## src/hdl/assert_macros.svh

```systemverilog
// concurrent assertion helpers, compiled out when ASSERT_OFF is defined
`ifndef ASSERT_MACROS_SVH
`define ASSERT_MACROS_SVH

`ifndef ASSERT_OFF

// same-cycle implication
`define ASSERT_IMPLIES(label, clk, rst_n, ante, cons) \
	label: assert property (@(posedge clk) disable iff (!rst_n) (ante) |-> (cons)) \
		else $error("ldo trim assertion failed");

// next-cycle implication
`define ASSERT_NEXT(label, clk, rst_n, ante, cons) \
	label: assert property (@(posedge clk) disable iff (!rst_n) (ante) |=> (cons)) \
		else $error("ldo trim assertion failed");

`else

`define ASSERT_IMPLIES(label, clk, rst_n, ante, cons)
`define ASSERT_NEXT(label, clk, rst_n, ante, cons)

`endif

`endif

```

## src/hdl/ltcl_pkg.sv

```systemverilog
package ltcl_pkg;

	// field widths
	localparam int ADC_BITS      = 24;
	localparam int TRIM_BITS     = 5;
	localparam int TRIM_SHIFT    = 7;
	localparam int LDO_BITS      = 16;
	localparam int KEY_BITS      = 16;
	localparam int BIN_BITS      = 2;
	localparam int CFG_IDX_BITS  = 3;
	localparam int CFG_DATA_BITS = 24;

	// trim limits
	localparam logic [TRIM_BITS-1:0] TRIM_MAX   = '1;
	localparam logic [TRIM_BITS-1:0] TRIM_RESET = TRIM_BITS'(16);

	// write word constants
	localparam logic [KEY_BITS-1:0] WRITE_KEY   = 16'ha558;
	localparam logic [LDO_BITS-1:0] MASK_FULL   = 16'hffff;
	localparam logic [LDO_BITS-1:0] MASK_BIN2   = 16'hffef;

	// bin mode codes
	localparam logic [BIN_BITS-1:0] BIN_OFF    = 2'd0;
	localparam logic [BIN_BITS-1:0] BIN_FULL   = 2'd1;
	localparam logic [BIN_BITS-1:0] BIN_MASKED = 2'd2;

	// register indexes
	localparam logic [CFG_IDX_BITS-1:0] CFG_TARGET = 3'd0;
	localparam logic [CFG_IDX_BITS-1:0] CFG_STEP   = 3'd1;
	localparam logic [CFG_IDX_BITS-1:0] CFG_TOL    = 3'd2;
	localparam logic [CFG_IDX_BITS-1:0] CFG_WINDOW = 3'd3;
	localparam logic [CFG_IDX_BITS-1:0] CFG_BIN    = 3'd4;

	// register reset values
	localparam logic [ADC_BITS-1:0] TARGET_RESET = 24'd12079595;
	localparam logic [ADC_BITS-1:0] STEP_RESET   = 24'd33554;
	localparam logic [ADC_BITS-1:0] TOL_RESET    = 24'd67109;
	localparam logic [ADC_BITS-1:0] WINDOW_RESET = 24'd603980;
	localparam logic [BIN_BITS-1:0] BIN_RESET    = BIN_FULL;

	typedef struct packed {
		logic [ADC_BITS-1:0] adc_code;
		logic [LDO_BITS-1:0] ldo_reg_now;
	} sample_t;

	typedef struct packed {
		logic                         write_valid;
		logic [KEY_BITS+LDO_BITS-1:0] write_word;
		logic [TRIM_BITS-1:0]         trim_value;
		logic                         done_res;
		logic                         fail;
	} result_t;

	typedef enum logic [1:0] {
		ST_IDLE,
		ST_DIV,
		ST_LOAD
	} ltcl_state_t;

	typedef enum logic {
		PH_ADJUST,
		PH_CHECK
	} phase_t;

endpackage

```

## src/hdl/ltcl_sdiv.sv

```systemverilog
module ltcl_sdiv (
	input  logic                          clk,
	input  logic                          arst_n,
	input  logic                          start,
	input  logic [ltcl_pkg::ADC_BITS-1:0] dividend,
	input  logic [ltcl_pkg::ADC_BITS-1:0] divisor,
	output logic                          done,
	output logic [ltcl_pkg::ADC_BITS-1:0] quotient
);
	import ltcl_pkg::*;

	localparam int CNT_W = $clog2(ADC_BITS);
	localparam logic [CNT_W-1:0] LAST = CNT_W'(ADC_BITS - 1);

	logic                run_q;
	logic                done_q;
	logic [CNT_W-1:0]    cnt_q;
	logic [ADC_BITS-1:0] rem_q;
	logic [ADC_BITS-1:0] dvd_q;
	logic [ADC_BITS-1:0] dsr_q;
	logic [ADC_BITS+1:0] trial;
	logic                qbit;

	// one quotient bit per cycle, restoring
	always_comb begin
		trial = {1'b0, rem_q, dvd_q[ADC_BITS-1]} - {2'b00, dsr_q};
		qbit  = ~trial[ADC_BITS+1];
	end

	// control
	always_ff @(posedge clk or negedge arst_n) begin
		if (!arst_n) begin
			run_q  <= 1'b0;
			done_q <= 1'b0;
			cnt_q  <= '0;
		end else begin
			done_q <= 1'b0;
			if (start) begin
				run_q <= 1'b1;
				cnt_q <= '0;
			end else if (run_q) begin
				cnt_q <= cnt_q + 1'b1;
				if (cnt_q == LAST) begin
					run_q  <= 1'b0;
					done_q <= 1'b1;
				end
			end
		end
	end

	// remainder and dividend/quotient shift register
	always_ff @(posedge clk) begin
		if (start) begin
			rem_q <= '0;
			dvd_q <= dividend;
			dsr_q <= divisor;
		end else if (run_q) begin
			if (qbit) begin
				rem_q <= trial[ADC_BITS-1:0];
			end else begin
				rem_q <= {rem_q[ADC_BITS-2:0], dvd_q[ADC_BITS-1]};
			end
			dvd_q <= {dvd_q[ADC_BITS-2:0], qbit};
		end
	end

	assign done     = done_q;
	assign quotient = dvd_q;

endmodule

```

## src/hdl/ldo_trim_calibration_loop.sv

```systemverilog
// adjust sample: the accepting edge loads the divider, which shifts out the quotient bits
// one at a time; then the trim is updated, and then the output register is loaded; check
// sample: the accepting edge enters the load state, which loads the output register
// one sample in flight; the next is taken once the state returns to idle after the
// result load, so a sample is held longer while the output is stalled
// reset: registers at defaults, trim 16, adjust phase, no result pending
`include "assert_macros.svh"

module ldo_trim_calibration_loop (
	input  logic                               clk,
	input  logic                               arst_n,
	input  logic                               cfg_we,
	input  logic [ltcl_pkg::CFG_IDX_BITS-1:0]  cfg_index,
	input  logic [ltcl_pkg::CFG_DATA_BITS-1:0] cfg_data,
	input  logic                               sample_valid,
	output logic                               sample_stall,
	input  ltcl_pkg::sample_t                  sample,
	output logic                               result_valid,
	input  logic                               result_stall,
	output ltcl_pkg::result_t                  result
);
	import ltcl_pkg::*;

	// configuration registers
	logic [ADC_BITS-1:0] target_q;
	logic [ADC_BITS-1:0] step_q;
	logic [ADC_BITS-1:0] tol_q;
	logic [ADC_BITS-1:0] window_q;
	logic [BIN_BITS-1:0] bin_q;

	// loop state
	ltcl_state_t          state_q, state_d;
	phase_t               phase_q;
	logic [TRIM_BITS-1:0] trim_q;

	// captured sample
	logic [ADC_BITS-1:0]  mag_q;
	logic                 neg_q;
	logic [LDO_BITS-1:0]  ldo_q;

	// output register
	result_t              result_q;
	logic                 result_valid_q;

	logic                 accept;
	logic                 div_start;
	logic                 div_done;
	logic                 trim_we;
	logic                 load;
	logic                 out_free;
	logic [ADC_BITS:0]    diff;
	logic                 neg;
	logic [ADC_BITS-1:0]  mag;
	logic [ADC_BITS-1:0]  step_eff;
	logic [ADC_BITS-1:0]  quot;
	logic [TRIM_BITS:0]   q_cap;
	logic [TRIM_BITS:0]   sum;
	logic [TRIM_BITS-1:0] trim_d;
	logic [LDO_BITS-1:0]  merged;
	logic [LDO_BITS-1:0]  bmask;
	logic                 wr_en;
	result_t              res_d;

	// register writes
	always_ff @(posedge clk or negedge arst_n) begin
		if (!arst_n) begin
			target_q <= TARGET_RESET;
			step_q   <= STEP_RESET;
			tol_q    <= TOL_RESET;
			window_q <= WINDOW_RESET;
			bin_q    <= BIN_RESET;
		end else if (cfg_we) begin
			case (cfg_index)
				CFG_TARGET: target_q <= cfg_data[ADC_BITS-1:0];
				CFG_STEP:   step_q   <= cfg_data[ADC_BITS-1:0];
				CFG_TOL:    tol_q    <= cfg_data[ADC_BITS-1:0];
				CFG_WINDOW: window_q <= cfg_data[ADC_BITS-1:0];
				CFG_BIN:    bin_q    <= cfg_data[BIN_BITS-1:0];
				default: ;
			endcase
		end
	end

	// error magnitude and sign of the incoming sample
	always_comb begin
		diff     = {1'b0, target_q} - {1'b0, sample.adc_code};
		neg      = diff[ADC_BITS];
		mag      = neg ? (sample.adc_code - target_q) : diff[ADC_BITS-1:0];
		step_eff = (step_q == '0) ? ADC_BITS'(1) : step_q;
	end

	assign accept   = sample_valid && !sample_stall;
	assign out_free = !result_valid_q || !result_stall;

	// next state and sequencing
	always_comb begin
		state_d   = state_q;
		div_start = 1'b0;
		trim_we   = 1'b0;
		load      = 1'b0;
		case (state_q)
			ST_IDLE: begin
				if (sample_valid) begin
					if (phase_q == PH_ADJUST) begin
						div_start = 1'b1;
						state_d   = ST_DIV;
					end else begin
						state_d   = ST_LOAD;
					end
				end
			end
			ST_DIV: begin
				if (div_done) begin
					trim_we = 1'b1;
					state_d = ST_LOAD;
				end
			end
			ST_LOAD: begin
				if (out_free) begin
					load    = 1'b1;
					state_d = ST_IDLE;
				end
			end
			default: state_d = ST_IDLE;
		endcase
	end

	assign sample_stall = (state_q != ST_IDLE);

	ltcl_sdiv u_sdiv (
		.clk      (clk),
		.arst_n   (arst_n),
		.start    (div_start),
		.dividend (mag),
		.divisor  (step_eff),
		.done     (div_done),
		.quotient (quot)
	);

	// saturated trim update from the quotient
	always_comb begin
		q_cap = (|quot[ADC_BITS-1:TRIM_BITS]) ? {1'b1, {TRIM_BITS{1'b0}}}
		                                       : {1'b0, quot[TRIM_BITS-1:0]};
		sum   = {1'b0, trim_q} + q_cap;
		if (!neg_q) begin
			trim_d = (sum > {1'b0, TRIM_MAX}) ? TRIM_MAX : sum[TRIM_BITS-1:0];
		end else begin
			trim_d = (q_cap >= {1'b0, trim_q}) ? '0 : (trim_q - q_cap[TRIM_BITS-1:0]);
		end
	end

	// result word
	always_comb begin
		merged = ldo_q;
		merged[TRIM_SHIFT +: TRIM_BITS] = trim_q;
		bmask  = (bin_q == BIN_MASKED) ? MASK_BIN2 : MASK_FULL;
		wr_en  = (bin_q == BIN_FULL) || (bin_q == BIN_MASKED);
		res_d  = '0;
		res_d.trim_value = trim_q;
		if (phase_q == PH_ADJUST) begin
			if (wr_en) begin
				res_d.write_valid = 1'b1;
				res_d.write_word  = {WRITE_KEY, merged & bmask};
			end
		end else begin
			if (mag_q < tol_q || mag_q == '0) begin
				res_d.done_res = 1'b1;
			end else if (trim_q == '0 || trim_q == TRIM_MAX) begin
				res_d.done_res = 1'b1;
				res_d.fail     = (mag_q > window_q);
			end
		end
	end

	// control state
	always_ff @(posedge clk or negedge arst_n) begin
		if (!arst_n) begin
			state_q        <= ST_IDLE;
			phase_q        <= PH_ADJUST;
			trim_q         <= TRIM_RESET;
			result_valid_q <= 1'b0;
		end else begin
			state_q <= state_d;
			if (trim_we) begin
				trim_q <= trim_d;
			end
			if (load) begin
				phase_q        <= (phase_q == PH_ADJUST) ? PH_CHECK : PH_ADJUST;
				result_valid_q <= 1'b1;
			end else if (!result_stall) begin
				result_valid_q <= 1'b0;
			end
		end
	end

	// sample capture and result payload
	always_ff @(posedge clk) begin
		if (accept) begin
			mag_q <= mag;
			neg_q <= neg;
			ldo_q <= sample.ldo_reg_now;
		end
		if (load) begin
			result_q <= res_d;
		end
	end

	assign result_valid = result_valid_q;
	assign result       = result_q;

	// divider runs only on adjust samples
	`ASSERT_IMPLIES(a_div_adjust, clk, arst_n, state_q == ST_DIV, phase_q == PH_ADJUST)
	// a failure is only reported as finished at a trim limit
	`ASSERT_IMPLIES(a_fail_limit, clk, arst_n, result_valid && result.fail, result.done_res && (result.trim_value == TRIM_MAX || result.trim_value == '0))
	// register writes come only from adjust steps, which never finish
	`ASSERT_IMPLIES(a_write_open, clk, arst_n, result_valid && result.write_valid, !result.done_res)
	// divider completion moves straight to result load
	`ASSERT_NEXT(a_div_load, clk, arst_n, state_q == ST_DIV && div_done, state_q == ST_LOAD)

endmodule
```

## config.mk

```make
export PLATFORM = sky130hd
export DESIGN_NAME = ldo_trim_calibration_loop
export DESIGN_NICKNAME = d
export VERILOG_FILES = /design/src/hdl/ltcl_pkg.sv /design/src/hdl/ltcl_sdiv.sv /design/src/hdl/ldo_trim_calibration_loop.sv
export VERILOG_INCLUDE_DIRS = /design/src /design/src/hdl
export SDC_FILE = /design/constraint.sdc
export NUM_CORES = 1
export LEC_CHECK = 0
export CAP_MARGIN = 25
export CORE_MARGIN = 1.5
export CORE_UTILIZATION = 50
export DETAILED_ROUTE_END_ITERATION = 6
export DONT_BUFFER_PORTS = 1
export HOLD_SLACK_MARGIN = 0.03
export SYNTH_ARGS = -nofsm -noshare
export SYNTH_HDL_FRONTEND = slang
export SYNTH_HIERARCHICAL = 1
export SYNTH_SLANG_ARGS = --single-unit
```

## constraint.sdc

```tcl
create_clock -name clk -period 6.77 [get_ports clk]
set_input_delay 1.354 -clock clk [delete_from_list [all_inputs] [get_ports clk]]
set_output_delay 1.354 -clock clk [all_outputs]
set_load 0.05 [all_outputs]
```

**Word level (Yosys, flattened, before mapping)**

Cells that the tools add are included.

- Add/subtract/negate cells: 6
- $lt $le $gt $ge: 4
- Eq/ne operators: 14
- Muxes and demuxes: 34
- Bitwise logic cells: 5
- Reduce and logical (&&, ||, !) cells: 24

Operators by type and width:

| cell | count |
|---|---|
| $mux 24 | 4 |
| $logic_not 24->1 | 2 |
| $mux 33 | 1 |
| $mux 5 | 6 |
| $sub 25x24->26 | 1 |
| $sub 24x24->25 | 1 |
| $gt 24x24->1 | 1 |
| $lt 24x24->1 | 1 |
| $sub 24x24->24 | 1 |
| $reduce_or 19->1 | 1 |
| $and 16x16->16 | 1 |
| $mux 1 | 16 |
| $eq 5x5->1 const B | 2 |
| $mux 2 | 5 |
| $reduce_and 2->1 | 5 |
| $add 5x6->6 | 1 |
| $eq 3x2->1 const B | 2 |
| $ge 6x5->1 | 1 |
| $gt 6x5->1 const B | 1 |
| $mux 6 | 1 |
| $pmux 2 s3 | 1 |
| $add 5x1->5 const B | 1 |
| $logic_not 5->1 | 1 |
| $sub 5x5->5 | 1 |
| other kinds (16) | 29 |

- Flip-flop bits (word level): 267
- Input bits: 72
- Logic and storage cells: 111

**Longest topological paths before layout**

- Depth after elaboration: 6
- Mapped depth: 15

**Hierarchy**

Netlist, hierarchy kept.

Modules (own cells, without submodules):

| module | instances | cells each | area each (µm²) | sequential area each (µm²) |
|---|---|---|---|---|
| ldo_trim_calibration_loop | 1 | 1089 | 10676.5 | 4524.3 |
| ltcl_sdiv | 1 | 396 | 4354.2 | 2097.0 |

**Worst setup path after synthesis**

OpenSTA, ideal clock, no wires.

- Path kind: input port to flip-flop
- Start: in sample[16] (netlist bit)
- End: reg u_sdiv.dvd_q[13], in the netlist u_sdiv/quotient[13] (data pin)
- Setup time: 0.260 ns
- Arrival: 3.870 ns
- Required time: 6.510 ns
- Slack: 2.640 ns
- Cell stages on the path: 12
- Buffers on the path: 2
- Cell sequence: ha_1 > fa_1 > nand2b_1 > a21oi_1 > o311ai_0 > a2111o_1 > and2_1 > buf_6 > buf_6 > mux2i_1 > xnor2_1 > mux2_2

- Cells in the longest elaborated chain, start to end: 3

RTL lines:

| what | line | text |
|---|---|---|
| start, declared | ldo_trim_calibration_loop.sv:17 | `input ltcl_pkg::sample_t sample,` |
| $sub 24x24->25 or $sub 24x24->24 (tied branches) | ldo_trim_calibration_loop.sv:86, ldo_trim_calibration_loop.sv:88 |  |
| $mux 24 * | ldo_trim_calibration_loop.sv:88 | `mag = neg ? (sample.adc_code - target_q) : diff[ADC_BITS-1:0];` |
| net mag[13] | ldo_trim_calibration_loop.sv:53 | `logic [ADC_BITS-1:0] mag;` |
| $mux 24 * | ltcl_sdiv.sv:53 | `if (start) begin` |
| end signal, assigned | ltcl_sdiv.sv:55 | `dvd_q <= dividend;` |
| end signal, assigned | ltcl_sdiv.sv:63 | `dvd_q <= {dvd_q[ADC_BITS-2:0], qbit};` |
| end, declared | ltcl_sdiv.sv:19 | `logic [ADC_BITS-1:0] dvd_q;` |

Mark *: on every way through the listed nets, which the timed path passes. The rest lies on a longest branch.
A chain may end at the register's enable or synchronous reset.

**Final worst setup path**

- Start: in sample[16] (netlist bit)
- End: reg u_sdiv.dvd_q[22], in the netlist u_sdiv/quotient[22] (data pin)

The elaborated chain is that of the path after synthesis.

==> results_dict.tcl <==
set metrics [dict create \
    ir_drop_mv 0.211 \
    cts_sinks 246 \
    num_rows 63 \
    setup_tns_ns 0 \
    clkPwrFrac 0.351 \
    timing_worst_setup_path_type "in -> reg" \
    drtIter0Drc 511 \
    leakagePower_nw 6.72 \
    dieHeight_um 176 \
    rsz0062_at_grt "no" \
    viasPerCell 5.58 \
    cts_tree "done" \
    grt_max_degree 115 \
    yosysWarningCount 6 \
    post_cts_buffers 0 \
    htree_levels 1 \
    layout.nets 1659 \
    num_antenna_cells 0 \
    instances_no_fill 1858 \
    design_area_um2 16200 \
    outcome "complete, no violations" \
    cts_root_buf "clkbuf_16" \
    switching_share 0.295 \
    maxCapViolCount 0 \
    grt_overflow_total 0 \
    p_comb_frac 0.222 \
    synth_top_flop_cell "edfxtp_1" \
    synth_cell_types 74 \
    setup.worst_path.end_class "flip-flop" \
    dr.pass1.iters 5 \
    area_growth_pct 7.68 \
    post_cts_resize_count 0 \
    clockBufferDepth 3 \
    core_area_um2 29600 \
    design.die.area_um2 31100 \
    switchingPower_mw 1.26 \
    tightestPinTransition_ns 0.973 \
    grt_pass1_vias 10500 \
    antenna_found_initial 0 \
    fill_cells 2677 \
    multi_input_area_um2 7380 \
    synthArstFlopShare 0.463 \
    setup_ws_ns 2.54 \
    initial_core_util 0.507 \
    floorplan.die.width_um 176 \
    fmax_mhz 236 \
    min_period_ns 4.23 \
    powerDensity_nw_per_um2 263 \
    seqCellArea_um2 6620 \
    ioPinCount 114 \
    vias 10400 \
    avgSynthCellArea_um2 10.1 \
    drive_gt1_frac 0.133 \
    max-slew-margin-rel 0.335 \
    wl_per_cell_um 18.3 \
    final_util 0.546 \
    synthCells 1485 \
    port_buffers 0 \
    critPathArrivalTime_ns 4.52 \
    gp_congestion 0.910 \
    hold_buffers 0 \
    synth_edf_count 108 \
    cp_max_fo 19 \
    setup_viol 0 \
    detail-route-antenna-nets 0 \
    cell_internal_pwr_mw 3.00 \
    insertion_delay_ns 0.54 \
    worst_hold_path_type "reg -> reg" \
    synth_seq_area_share 0.441 \
    layout_worst_path_cycle_share 0.625 \
    finalHoldViolations 0 \
    start_kind "input pin" \
    wl_um 34000 \
    grt_usage 0.221 \
    dp_slack_ns 2.01 \
    dp_cells 1806 \
    drc_errors 0 \
    yosys_register_bits 246 \
    grt_pass1_wl_um 54800 \
    placed_area_um2 15200 \
    cts_buffers 28 \
    final_max_slew_viol_count 0 \
    netlist_area_um2 15000 \
    finalClockSkew_ns 0.00763 \
    hpwl_um 25600 \
    required_ns 7.06 \
    power.share.sequential 0.427 \
    clk_pin_slew_ns 0.06 \
]
==> state kept, by name, indices dropped and copies added (netlist names), 2 cells and up <==
signal / count
u_sdiv/quotient: 24
mag_q: 24
trim_q: 5
u_sdiv/dsr_q: 24
u_sdiv/cnt_q: 5
u_sdiv/rem_q: 24
window_q: 24
bin_q: 2
ldo_q: 11
state_q: 2
target_q: 24
result: 24
step_q: 24
tol_q: 24
==> stage by stage <==
step                total power, mW  hold slack [ns]
floorplan                      2.59            0.455
global route                   4.50            0.481
detailed placement             2.79            0.460
finish                         4.26            0.472
CTS                            4.31            0.475
global placement               2.77            0.456
==> cell usage after synthesis (24+ instances only) <==
cell type	instances	area, um^2
a21o_1	48	360
dfrtp_1	78	1950
a21oi_1	86	430
inv_1	164	616
o21ai_0	89	445
mux2_2	75	845
nor2_1	68	255
edfxtp_1	108	3240
dfstp_2	36	946
mux2i_1	30	300
ha_1	136	1700
dfxtp_1	24	480
nand2_1	103	387
a211oi_1	33	248
nand4_1	27	169
clkbuf_1	56	210
xnor2_1	31	272
==> power groups by stage <==
stage	combinational [mW]	clock, mW	sequential, mW
finish	0.948	1.49	1.82
global route	1.06	1.60	1.83
CTS	0.945	1.54	1.82
detailed placement	0.941	0	1.85
global placement	0.926	0	1.84
floorplan	0.766	0	1.82
==> final cells by class <==
class | count | area share
Multi-Input combinational cell | 989 | 0.456
Sequential cell | 246 | 0.409
Clock buffer | 37 | 0.0511
Inverter | 164 | 0.0380
Tap cell | 390 | 0.0302
Timing Repair Buffer | 17 | 0.00866
Clock inverter | 15 | 0.00665
==> final timing paths <==
check	start	end	slack, ns	depth (start not counted)
min in group asynchronous	arst_n	u_sdiv/cnt_q[2]	0.52	0
max in group asynchronous	arst_n	target_q[14]	5.95	0
setup reg to reg	target_q[0]	u_sdiv/quotient[22]	2.78	14
hold reg to reg	step_q[22]	u_sdiv/dsr_q[22]	0.47	0
setup / recovery	sample[16]	u_sdiv/quotient[22]	2.54	13
hold / removal	step_q[22]	u_sdiv/dsr_q[22]	0.47	0
==> cell usage in the layout (no fill, tap or decap), types with 5 or more instances in the layout <==
| master | count |
|---|---|
| xor2_1 | 20 |
| o31ai_1 | 5 |
| mux2i_1 | 30 |
| nand3_1 | 12 |
| nor3_1 | 17 |
| nand2b_1 | 7 |
| a31oi_1 | 14 |
| clkbuf_8 | 5 |
| nand2_1 | 103 |
| and3_1 | 6 |
| inv_1 | 164 |
| o21a_1 | 18 |
| conb_1 | 9 |
| dfrtp_1 | 78 |
| nor2b_1 | 11 |
| nor2_1 | 65 |
| o22ai_1 | 5 |
| o211ai_1 | 6 |
| a211oi_1 | 33 |
| o31a_1 | 6 |
| nor4_1 | 22 |
| nand4_1 | 27 |
| o21ai_0 | 89 |
| a21boi_0 | 8 |
| a21oi_1 | 85 |
| buf_4 | 16 |
| and2_1 | 15 |
| fa_1 | 5 |
| edfxtp_1 | 108 |
| mux2_2 | 75 |
| dfxtp_1 | 24 |
| a221oi_1 | 7 |
| ha_1 | 136 |
| clkinv_2 | 6 |
| a21o_1 | 48 |
| o21bai_1 | 10 |
| clkbuf_16 | 30 |
| dfstp_2 | 36 |
| xnor2_1 | 31 |
==> logic make-up after synthesis <==
logic type | count (synthesis) | synth area share
DFF | 246 | 0.441
adders and majority gates | 141 | 0.120
and+or+nand+nor | 307 | 0.0991
xor gates and xnor gates | 51 | 0.0297
other | 1 | 0.000249
buffers and inverters | 258 | 0.0716
AOI/OAI and AO/OA | 376 | 0.163
muxes | 105 | 0.0762
==> per-layer routing <==
metal,up-vias,GRT usage,share of wire
li1,5176,-,-
met4,0,0.0689,0.033
met1,4942,0.290,0.46
met2,189,0.375,0.47
met3,64,0.0351,0.037
met5,-,0,0
==> critical path: stages <==
cell and delay (ns):
ha_1 0.21, fa_1 0.39, nand2b_1 0.17, a21oi_1 0.31, o311ai_0 0.18, buf_4 0.19
a2111o_1 0.36, buf_4 0.20, and2_1 0.26, buf_4 0.26, o22ai_1 0.21, xnor2_1 0.14
mux2_2 0.27
Note: power is estimated with default switching activity, not from simulation.
